## config.mk

```make
export PLATFORM = sky130hd
export DESIGN_NAME = pfc_current_reference_multiplier_core
export DESIGN_NICKNAME = d
export VERILOG_FILES = /design/src/design/pfcm_pkg.sv /design/src/design/pfcm_ctrl.sv /design/src/design/pfcm_dp.sv /design/src/design/pfc_current_reference_multiplier_core.sv
export SDC_FILE = /design/constraint.sdc
export NUM_CORES = 1
export LEC_CHECK = 0
export ABC_AREA = 1
export BUFFER_PORTS_ARGS = -buffer_cell sky130_fd_sc_hd__buf_4
export CAP_MARGIN = 20
export CORE_MARGIN = 1
export CORE_UTILIZATION = 50
export DETAILED_ROUTE_END_ITERATION = 10
export PLACE_DENSITY_LB_ADDON = 0.08
export SYNTH_ARGS = -nofsm -noshare
export SYNTH_HDL_FRONTEND = slang
export SYNTH_HIERARCHICAL = 1
export SYNTH_SLANG_ARGS = --single-unit
```

## constraint.sdc

```tcl
create_clock -name clk -period 6.7 [get_ports clk]
set_clock_uncertainty 0.15 [all_clocks]
set_input_delay 1.34 -clock clk [delete_from_list [all_inputs] [get_ports clk]]
set_output_delay 1.34 -clock clk [all_outputs]
set_load 0.01 [all_outputs]
```

## src/design/pfcm_pkg.sv

```systemverilog
// Package for the PFC current reference multiplier core.
// Holds the shared types, state and command codes and constants.
// No dependencies; every other design file imports it.
package pfcm_pkg;

  localparam int ProdShift = 13;
  localparam int RefShift  = 15;
  localparam int DivSteps  = 32;
  localparam int CountW    = $clog2(DivSteps);

  localparam logic [15:0] DacLimitReset    = 16'd4095;
  localparam logic [18:0] SquareFloorReset = 19'd1;

  typedef enum logic [1:0] {
    CFG_RUN_ENABLE,
    CFG_DAC_LIMIT,
    CFG_SQUARE_FLOOR,
    CFG_INV_NUMERATOR
  } cfg_index_t;

  typedef enum logic [1:0] {
    MUL_CUR_ERR,
    MUL_SCALED_INV,
    MUL_VOLT_SQ
  } mul_sel_t;

  typedef enum logic [2:0] {
    S_IDLE,
    S_MUL1,
    S_MUL2,
    S_SAT,
    S_SQUARE,
    S_PREP,
    S_DIV,
    S_FIN
  } state_t;

  typedef struct packed {
    logic     capture;
    logic     mul_en;
    mul_sel_t mul_sel;
    logic     div_init;
    logic     div_step;
    logic     inv_load;
    logic     out_load;
  } dp_cmd_t;

  typedef struct packed {
    logic div_last;
  } dp_status_t;

endpackage

```

## src/design/pfcm_ctrl.sv

```systemverilog
// Controller state machine of the PFC current reference multiplier core.
// Sequences the shared multiplier and the divider; owns the handshakes.
// Depends on pfcm_pkg.
module pfcm_ctrl (
  input  logic                clk,
  input  logic                rst,
  input  logic                in_valid,
  output logic                in_stall,
  input  logic                kind,
  output logic                out_valid,
  input  logic                out_stall,
  output pfcm_pkg::dp_cmd_t    cmd,
  input  pfcm_pkg::dp_status_t status
);
  import pfcm_pkg::*;

  state_t state;
  state_t state_next;
  logic   out_valid_next;

  always_ff @(posedge clk) begin
    if (rst) begin
      state     <= S_IDLE;
      out_valid <= 1'b0;
    end else begin
      state     <= state_next;
      out_valid <= out_valid_next;
    end
  end

  always_comb begin
    state_next  = state;
    cmd         = '0;
    cmd.mul_sel = MUL_CUR_ERR;
    in_stall    = (state != S_IDLE);
    unique case (state)
      S_IDLE: begin
        if (in_valid) begin
          cmd.capture = 1'b1;
          state_next  = kind ? S_SQUARE : S_MUL1;
        end
      end
      S_MUL1: begin
        cmd.mul_en  = 1'b1;
        cmd.mul_sel = MUL_CUR_ERR;
        state_next  = S_MUL2;
      end
      S_MUL2: begin
        cmd.mul_en  = 1'b1;
        cmd.mul_sel = MUL_SCALED_INV;
        state_next  = S_SAT;
      end
      S_SAT: begin
        // The result waits here until the output register is free.
        if (!out_valid || !out_stall) begin
          cmd.out_load = 1'b1;
          state_next   = S_IDLE;
        end
      end
      S_SQUARE: begin
        cmd.mul_en  = 1'b1;
        cmd.mul_sel = MUL_VOLT_SQ;
        state_next  = S_PREP;
      end
      S_PREP: begin
        cmd.div_init = 1'b1;
        state_next   = S_DIV;
      end
      S_DIV: begin
        cmd.div_step = 1'b1;
        if (status.div_last) begin
          state_next = S_FIN;
        end
      end
      S_FIN: begin
        cmd.inv_load = 1'b1;
        state_next   = S_IDLE;
      end
      default: begin
        state_next = S_IDLE;
      end
    endcase
  end

  always_comb begin
    if (cmd.out_load) begin
      out_valid_next = 1'b1;
    end else if (out_valid && !out_stall) begin
      out_valid_next = 1'b0;
    end else begin
      out_valid_next = out_valid;
    end
  end

  a_no_overwrite: assert property (@(posedge clk) disable iff (rst)
    cmd.out_load |-> !(out_valid && out_stall))
    else $error("result loaded over a stalled item");

  a_tick_goes_square: assert property (@(posedge clk) disable iff (rst)
    (in_valid && !in_stall && kind) |=> (state == S_SQUARE))
    else $error("tick item did not start the square");

  a_out_from_sat: assert property (@(posedge clk) disable iff (rst)
    $rose(out_valid) |-> $past(state == S_SAT))
    else $error("output raised outside the saturation step");

endmodule

```

## src/design/pfcm_dp.sv

```systemverilog
// Datapath of the PFC current reference multiplier core: configuration
// registers, shared 16x16 multiplier, restoring divider and output register.
// Depends on pfcm_pkg.
module pfcm_dp (
  input  logic                 clk,
  input  logic                 rst,
  input  logic                 cfg_write_enable,
  input  pfcm_pkg::cfg_index_t  cfg_index,
  input  logic [31:0]          cfg_data,
  input  logic                 kind,
  input  logic [15:0]          line_current,
  input  logic [15:0]          voltage_error,
  input  logic [15:0]          avg_voltage_sample,
  input  logic                 avg_voltage_ready,
  input  pfcm_pkg::dp_cmd_t     cmd,
  output pfcm_pkg::dp_status_t  status,
  output logic [15:0]          reference_code
);
  import pfcm_pkg::*;

  logic        run_enable;
  logic [15:0] dac_limit;
  logic [18:0] square_floor;
  logic [31:0] inverse_numerator;

  logic [15:0] avg_voltage;
  logic [15:0] inverse_square;
  logic [15:0] cur;
  logic [15:0] err;
  logic [31:0] prod;

  logic [19:0]       divisor;
  logic [19:0]       rem;
  logic [31:0]       quo;
  logic [CountW-1:0] count;

  logic [15:0] mul_a;
  logic [15:0] mul_b;
  logic [18:0] square;
  logic [18:0] floored;
  logic [20:0] rem_shift;
  logic        rem_ge;
  logic [19:0] rem_next;
  logic [16:0] ref_full;
  logic [15:0] ref_sat;

  always_ff @(posedge clk) begin
    if (rst) begin
      run_enable        <= 1'b0;
      dac_limit         <= DacLimitReset;
      square_floor      <= SquareFloorReset;
      inverse_numerator <= '0;
    end else if (cfg_write_enable) begin
      unique case (cfg_index)
        CFG_RUN_ENABLE:    run_enable        <= cfg_data[0];
        CFG_DAC_LIMIT:     dac_limit         <= cfg_data[15:0];
        CFG_SQUARE_FLOOR:  square_floor      <= cfg_data[18:0];
        CFG_INV_NUMERATOR: inverse_numerator <= cfg_data;
      endcase
    end
  end

  always_ff @(posedge clk) begin
    if (rst) begin
      avg_voltage    <= '0;
      inverse_square <= '0;
    end else begin
      if (cmd.capture && kind && avg_voltage_ready) begin
        avg_voltage <= avg_voltage_sample;
      end
      if (cmd.inv_load) begin
        inverse_square <= quo[15:0];
      end
    end
  end

  always_comb begin
    unique case (cmd.mul_sel)
      MUL_CUR_ERR: begin
        mul_a = cur;
        mul_b = err;
      end
      MUL_SCALED_INV: begin
        // Keep only 16 bits of the scaled current-error product.
        mul_a = prod[ProdShift+15:ProdShift];
        mul_b = inverse_square;
      end
      MUL_VOLT_SQ: begin
        mul_a = avg_voltage;
        mul_b = avg_voltage;
      end
      default: begin
        mul_a = '0;
        mul_b = '0;
      end
    endcase
  end

  always_ff @(posedge clk) begin
    if (cmd.capture) begin
      cur <= line_current;
      err <= voltage_error;
    end
    if (cmd.mul_en) begin
      prod <= 32'(mul_a) * 32'(mul_b);
    end
  end

  assign square  = prod[31:ProdShift];
  assign floored = (square < square_floor) ? square_floor : square;

  // One quotient bit per cycle; the remainder always stays below the divisor.
  assign rem_shift = {rem, quo[31]};
  assign rem_ge    = (rem_shift >= {1'b0, divisor});
  assign rem_next  = rem_ge ? 20'(rem_shift - {1'b0, divisor}) : rem_shift[19:0];

  always_ff @(posedge clk) begin
    if (cmd.div_init) begin
      divisor <= {1'b0, floored} + 20'd1;
      rem     <= '0;
      quo     <= inverse_numerator;
      count   <= '0;
    end else if (cmd.div_step) begin
      rem   <= rem_next;
      quo   <= {quo[30:0], rem_ge};
      count <= count + CountW'(1);
    end
  end

  assign status.div_last = (count == CountW'(DivSteps - 1));

  assign ref_full = prod[31:RefShift];
  assign ref_sat  = (ref_full > {1'b0, dac_limit}) ? dac_limit : ref_full[15:0];

  always_ff @(posedge clk) begin
    if (cmd.out_load) begin
      reference_code <= run_enable ? ref_sat : 16'd0;
    end
  end

  a_inv_after_div: assert property (@(posedge clk) disable iff (rst)
    cmd.inv_load |-> $past(cmd.div_step && status.div_last))
    else $error("inverse stored before the division finished");

  a_rem_bound: assert property (@(posedge clk) disable iff (rst)
    cmd.div_step |-> (rem < divisor))
    else $error("divider remainder out of range");

  a_avg_latch: assert property (@(posedge clk) disable iff (rst)
    (cmd.capture && kind && avg_voltage_ready) |=> (avg_voltage == $past(avg_voltage_sample)))
    else $error("average voltage not latched on a ready tick");

endmodule

```

## src/design/pfc_current_reference_multiplier_core.sv

```systemverilog
// Top level of the PFC current reference multiplier core.
// Joins the controller pfcm_ctrl and the datapath pfcm_dp; uses pfcm_pkg.
//
//   channel  direction  handshake              payload
//   in       to core    in_valid / in_stall    kind, line_current, voltage_error,
//                                              avg_voltage_sample, avg_voltage_ready
//   out      from core  out_valid / out_stall  reference_code
//   cfg      to core    cfg_write_enable       cfg_index, cfg_data
//
// A sample item offers its result after two passes through the shared multiplier,
// then saturation into the output register.
// A tick item occupies the core through the square and the 32-step restoring divider.
// One item is in work at a time; in_stall is high until the item is finished.
// A stalled result holds the next sample in its saturation step; ticks go on.
// Synchronous reset clears control state and loads the register reset values.
module pfc_current_reference_multiplier_core (
  input  logic                clk,
  input  logic                rst,
  input  logic                in_valid,
  output logic                in_stall,
  input  logic                kind,
  input  logic [15:0]         line_current,
  input  logic [15:0]         voltage_error,
  input  logic [15:0]         avg_voltage_sample,
  input  logic                avg_voltage_ready,
  output logic                out_valid,
  input  logic                out_stall,
  output logic [15:0]         reference_code,
  input  logic                cfg_write_enable,
  input  pfcm_pkg::cfg_index_t cfg_index,
  input  logic [31:0]         cfg_data
);
  import pfcm_pkg::*;

  dp_cmd_t    cmd;
  dp_status_t status;

  pfcm_ctrl u_ctrl (
    .clk       (clk),
    .rst       (rst),
    .in_valid  (in_valid),
    .in_stall  (in_stall),
    .kind      (kind),
    .out_valid (out_valid),
    .out_stall (out_stall),
    .cmd       (cmd),
    .status    (status)
  );

  pfcm_dp u_dp (
    .clk                (clk),
    .rst                (rst),
    .cfg_write_enable   (cfg_write_enable),
    .cfg_index          (cfg_index),
    .cfg_data           (cfg_data),
    .kind               (kind),
    .line_current       (line_current),
    .voltage_error      (voltage_error),
    .avg_voltage_sample (avg_voltage_sample),
    .avg_voltage_ready  (avg_voltage_ready),
    .cmd                (cmd),
    .status             (status),
    .reference_code     (reference_code)
  );

endmodule

```

==> out/results.tsv <==
metric	value	unit
result of the run	complete, but fails checks	
failing checks	negative setup slack	
top achievable clock speed	0.1482	GHz
deepest clock path buffer count	3	
share of layout cells above drive strength 1	21.47	%
estimated wirelength of the detail-placed design	50.99	mm
via total after detailed routing	18800	
Buf+Inv Stages, Crit Path	10	
total negative slack	-0.05429	ns
Final period util	100.7	%
chip width	208.7	um
data required time of the critical path	6.88	ns
number of design-rule violations left by the first detailed-router iteration	1595	
Finish-stage setup viols	2	
Final GP Congestion	0.9552	
top flip-flop cell by instance count after synthesis	sky130_fd_sc_hd__dfxtp_1	
worst hold start	u_dp/inverse_numerator[12]	
asr flop ratio synth	0	%
worst flop-to-flop path startpoint	u_ctrl/state[0]	
slowest stage cell on the critical path	sky130_fd_sc_hd__fa_2	
setup slack of the critical path after layout	-0.04805	ns
site row count	75	
aggregate global-route resource usage	29.63	%
combined area of all synthesized cells	21370	um^2
worst flop-to-flop path endpoint	u_dp/prod[29]	
total placed instance area	24090	um^2
RSZ-0062 raised after global routing	yes	
cell repeated most along the worst path	sky130_fd_sc_hd__fa_1	
total instance count after detailed placement	3436	
signal arrival time at the worst endpoint	6.93	ns
post-route DRC violation count	0	
clock slew seen by the registers of the worst setup and hold paths	0.06	ns
average wire per cell in the routed design	18.36	um
total non-filler cell area in the finished layout	26630	um^2
via-per-instance ratio	5.310	
Setup crit start kind	flop	
transition time at the pin with the least slew margin	1.064	ns
top cells by area, synth	sky130_fd_sc_hd__fa_1, sky130_fd_sc_hd__edfxtp_1, sky130_fd_sc_hd__dfxtp_1	
Synthesized Nets	3148	
largest net degree at the start of global routing	86	
Routed WL	65.01	mm
maximum level of the CTS H-tree	1	
number of global-route vias before repair	18730	
Initial Util	50.83	%
multi-input combinational cell area	13640	um^2
top-area cell type share of the netlist area	18.17	%
Post-Synthesis Mean Instance Area	7.906	um^2
worst r2r path cells	30	
Final Critical Period	6.748	ns
most numerous cell in the Yosys netlist	sky130_fd_sc_hd__nand2_1	
distinct cell type count of the synthesized netlist	51	
total gr overflow	0	
worst setup path class	flop to flop	
number of nets in the finished design	3422	
capturing element type of the critical path	flop	
worst relative slew slack	29.07	%
Die H	208.7	um
total of warnings raised by yosys	6	
Crit path max-delay family	adder cells	
number of I/O port buffers	106	
most used standard cells in the synthesized netlist	sky130_fd_sc_hd__nand2_1, sky130_fd_sc_hd__inv_1, sky130_fd_sc_hd__fa_1	
placeable core area	42040	um^2
pins over their slew limit	0	
ANT nets after route	0	
flip-flop and latch count after synthesis	248	
wire length of the first global-routing pass	100.8	mm
Boundary Pins	107	
drt first pass iters	7	
Inserted Clock Buffers	29	
number of synthesized flops with an enable pin	119	
max cap viols	0	
area overhead of the layout relative to synthesis	24.63	%
Fin. Hold Viols	0	
antenna violations before repair	1	
maximum cell stage delay along the critical path	0.55	ns
post-synthesis cell count	2703	
setup slack, reg-to-reg	-0.05	ns
final cell count without fillers	3541	
Worst Hold Endpoint	u_dp/inverse_numerator[12]	
footprint of the flip-flops and latches	6161	um^2
Seq/Total Area, Yosys	28.81	%
biggest fanout along the worst timing path	7	
Filler cells	3690	
number of stages on the worst hold path	2	
Clk Latency, worst-skew pair	0.57	ns
Sink Count	248	
post-route core utilization	63.35	%
Hold WC Path Type	flop to flop	
cell at the root of the clock tree	sky130_fd_sc_hd__clkbuf_16	
number of cells on the critical path	30	
cell type contributing the most total cell area after synthesis	sky130_fd_sc_hd__fa_1	
hold bufs inserted after CTS	0	
clock tree from TritonCTS	built	
area of the die	43570	um^2
worst min-delay path, delay by kind of cell, from the launching register on:
| family | cells | cell delay (ns) |
|---|---|---|
| flops | 1 | 0.29 |
| compound gates | 1 | 0.05 |
| buf+inv | 1 | 0.05 |
flip-flops by register name (all words and copies together), names as in the netlist:
signal                  cells
u_dp/prod                  19
u_ctrl/state                3
u_dp/inverse_square        16
u_dp/square_floor          19
u_dp/inverse_numerator     32
u_dp/count                  5
u_dp/cur                   16
u_dp/quo                   32
u_dp/run_enable             1
u_ctrl/out_valid            1
u_dp/err                   16
u_dp/dac_limit             16
u_dp/rem                   20
u_dp/divisor               20
u_dp/avg_voltage           16
u_dp/reference_code        16
cells by family after synthesis:
kind of cell             Yosys count  share of synthesized area (%)
AND/OR/NAND/NOR                  959                          18.82
AO/OA/AOI/OAI                    434                          11.21
adder cells (fa/ha/maj)          356                          27.66
XOR/XNOR                          36                          1.475
flip-flops                       248                          28.81
buffers and inverters            670                          12.03
per-stage QoR:
step | setup WS, ns | hold WS [ns]
final | -0.04805 | 0.2974
after global routing | -0.2481 | 0.3067
after CTS | -0.009365 | 0.2988
after detailed placement | -0.3669 | 0.2910
after global placement | -0.3327 | 0.2852
after floorplan | 0.0004365 | 0.2737
what timing repair did:
item,in CTS,in global routing
setup buffers,14,32
pin swaps,42,122
gates cloned,0,3
gates resized for setup,102,209
setup endpoints to repair,19,19
worst max-delay path by stage:
stage,end,slack [ns],from
after CTS,u_dp/prod[17],-0.009,u_ctrl/state[1]
after global placement,u_dp/prod[28],-0.33,u_ctrl/state[1]
after global routing,u_dp/prod[29],-0.25,u_ctrl/state[0]
after floorplan,u_dp/prod[29],0.0004,u_ctrl/state[0]
final,u_dp/prod[29],-0.05,u_ctrl/state[0]
after detailed placement,u_dp/prod[28],-0.37,u_ctrl/state[1]
cells in the final DEF, fill, tap and decap left out, types with 9 or more instances in the layout:
cell and count:
sky130_fd_sc_hd__o21ai_2 11, sky130_fd_sc_hd__a21o_1 10, sky130_fd_sc_hd__dfxtp_1 127, sky130_fd_sc_hd__clkbuf_16 35
sky130_fd_sc_hd__ha_4 18, sky130_fd_sc_hd__xnor2_1 12, sky130_fd_sc_hd__o211ai_1 29, sky130_fd_sc_hd__ha_1 143
sky130_fd_sc_hd__fa_1 179, sky130_fd_sc_hd__buf_6 36, sky130_fd_sc_hd__buf_12 16, sky130_fd_sc_hd__nor2_2 15
sky130_fd_sc_hd__o21ai_0 174, sky130_fd_sc_hd__nand3_1 55, sky130_fd_sc_hd__inv_2 48, sky130_fd_sc_hd__fa_2 15
sky130_fd_sc_hd__a21oi_4 12, sky130_fd_sc_hd__nand2_1 613, sky130_fd_sc_hd__nor2_1 116, sky130_fd_sc_hd__nor3_1 15
sky130_fd_sc_hd__nand2_4 12, sky130_fd_sc_hd__edfxtp_1 119, sky130_fd_sc_hd__nand4_1 33, sky130_fd_sc_hd__inv_1 520
sky130_fd_sc_hd__a21oi_2 16, sky130_fd_sc_hd__nand2_2 45, sky130_fd_sc_hd__o21ai_1 9, sky130_fd_sc_hd__buf_4 278
sky130_fd_sc_hd__xor2_1 21, sky130_fd_sc_hd__nor2_4 21, sky130_fd_sc_hd__a21oi_1 136
metal layers:
metal | GRT usage [%] | up-vias | share of wire [%]
met4 | 9.204 | 0 | 3.6
met2 | 48.80 | 569 | 46
met3 | 3.592 | 135 | 6.0
met1 | 40.73 | 9084 | 44
met5 | 0 | - | 0
li1 | - | 9016 | -
cell type report:
cell class | count | area share (%)
Tap cell | 539 | 2.532
Inverter | 576 | 8.202
Clock buffer | 40 | 3.274
Timing Repair Buffer | 337 | 11.03
Antenna cell | 2 | 0.01879
Clock inverter | 14 | 0.6013
Sequential cell | 248 | 23.13
Multi-Input combinational cell | 1785 | 51.21
Power is left out: the tool's default activity adds up to more than one toggle a clock period on the data nets, which glitch-free logic cannot reach.
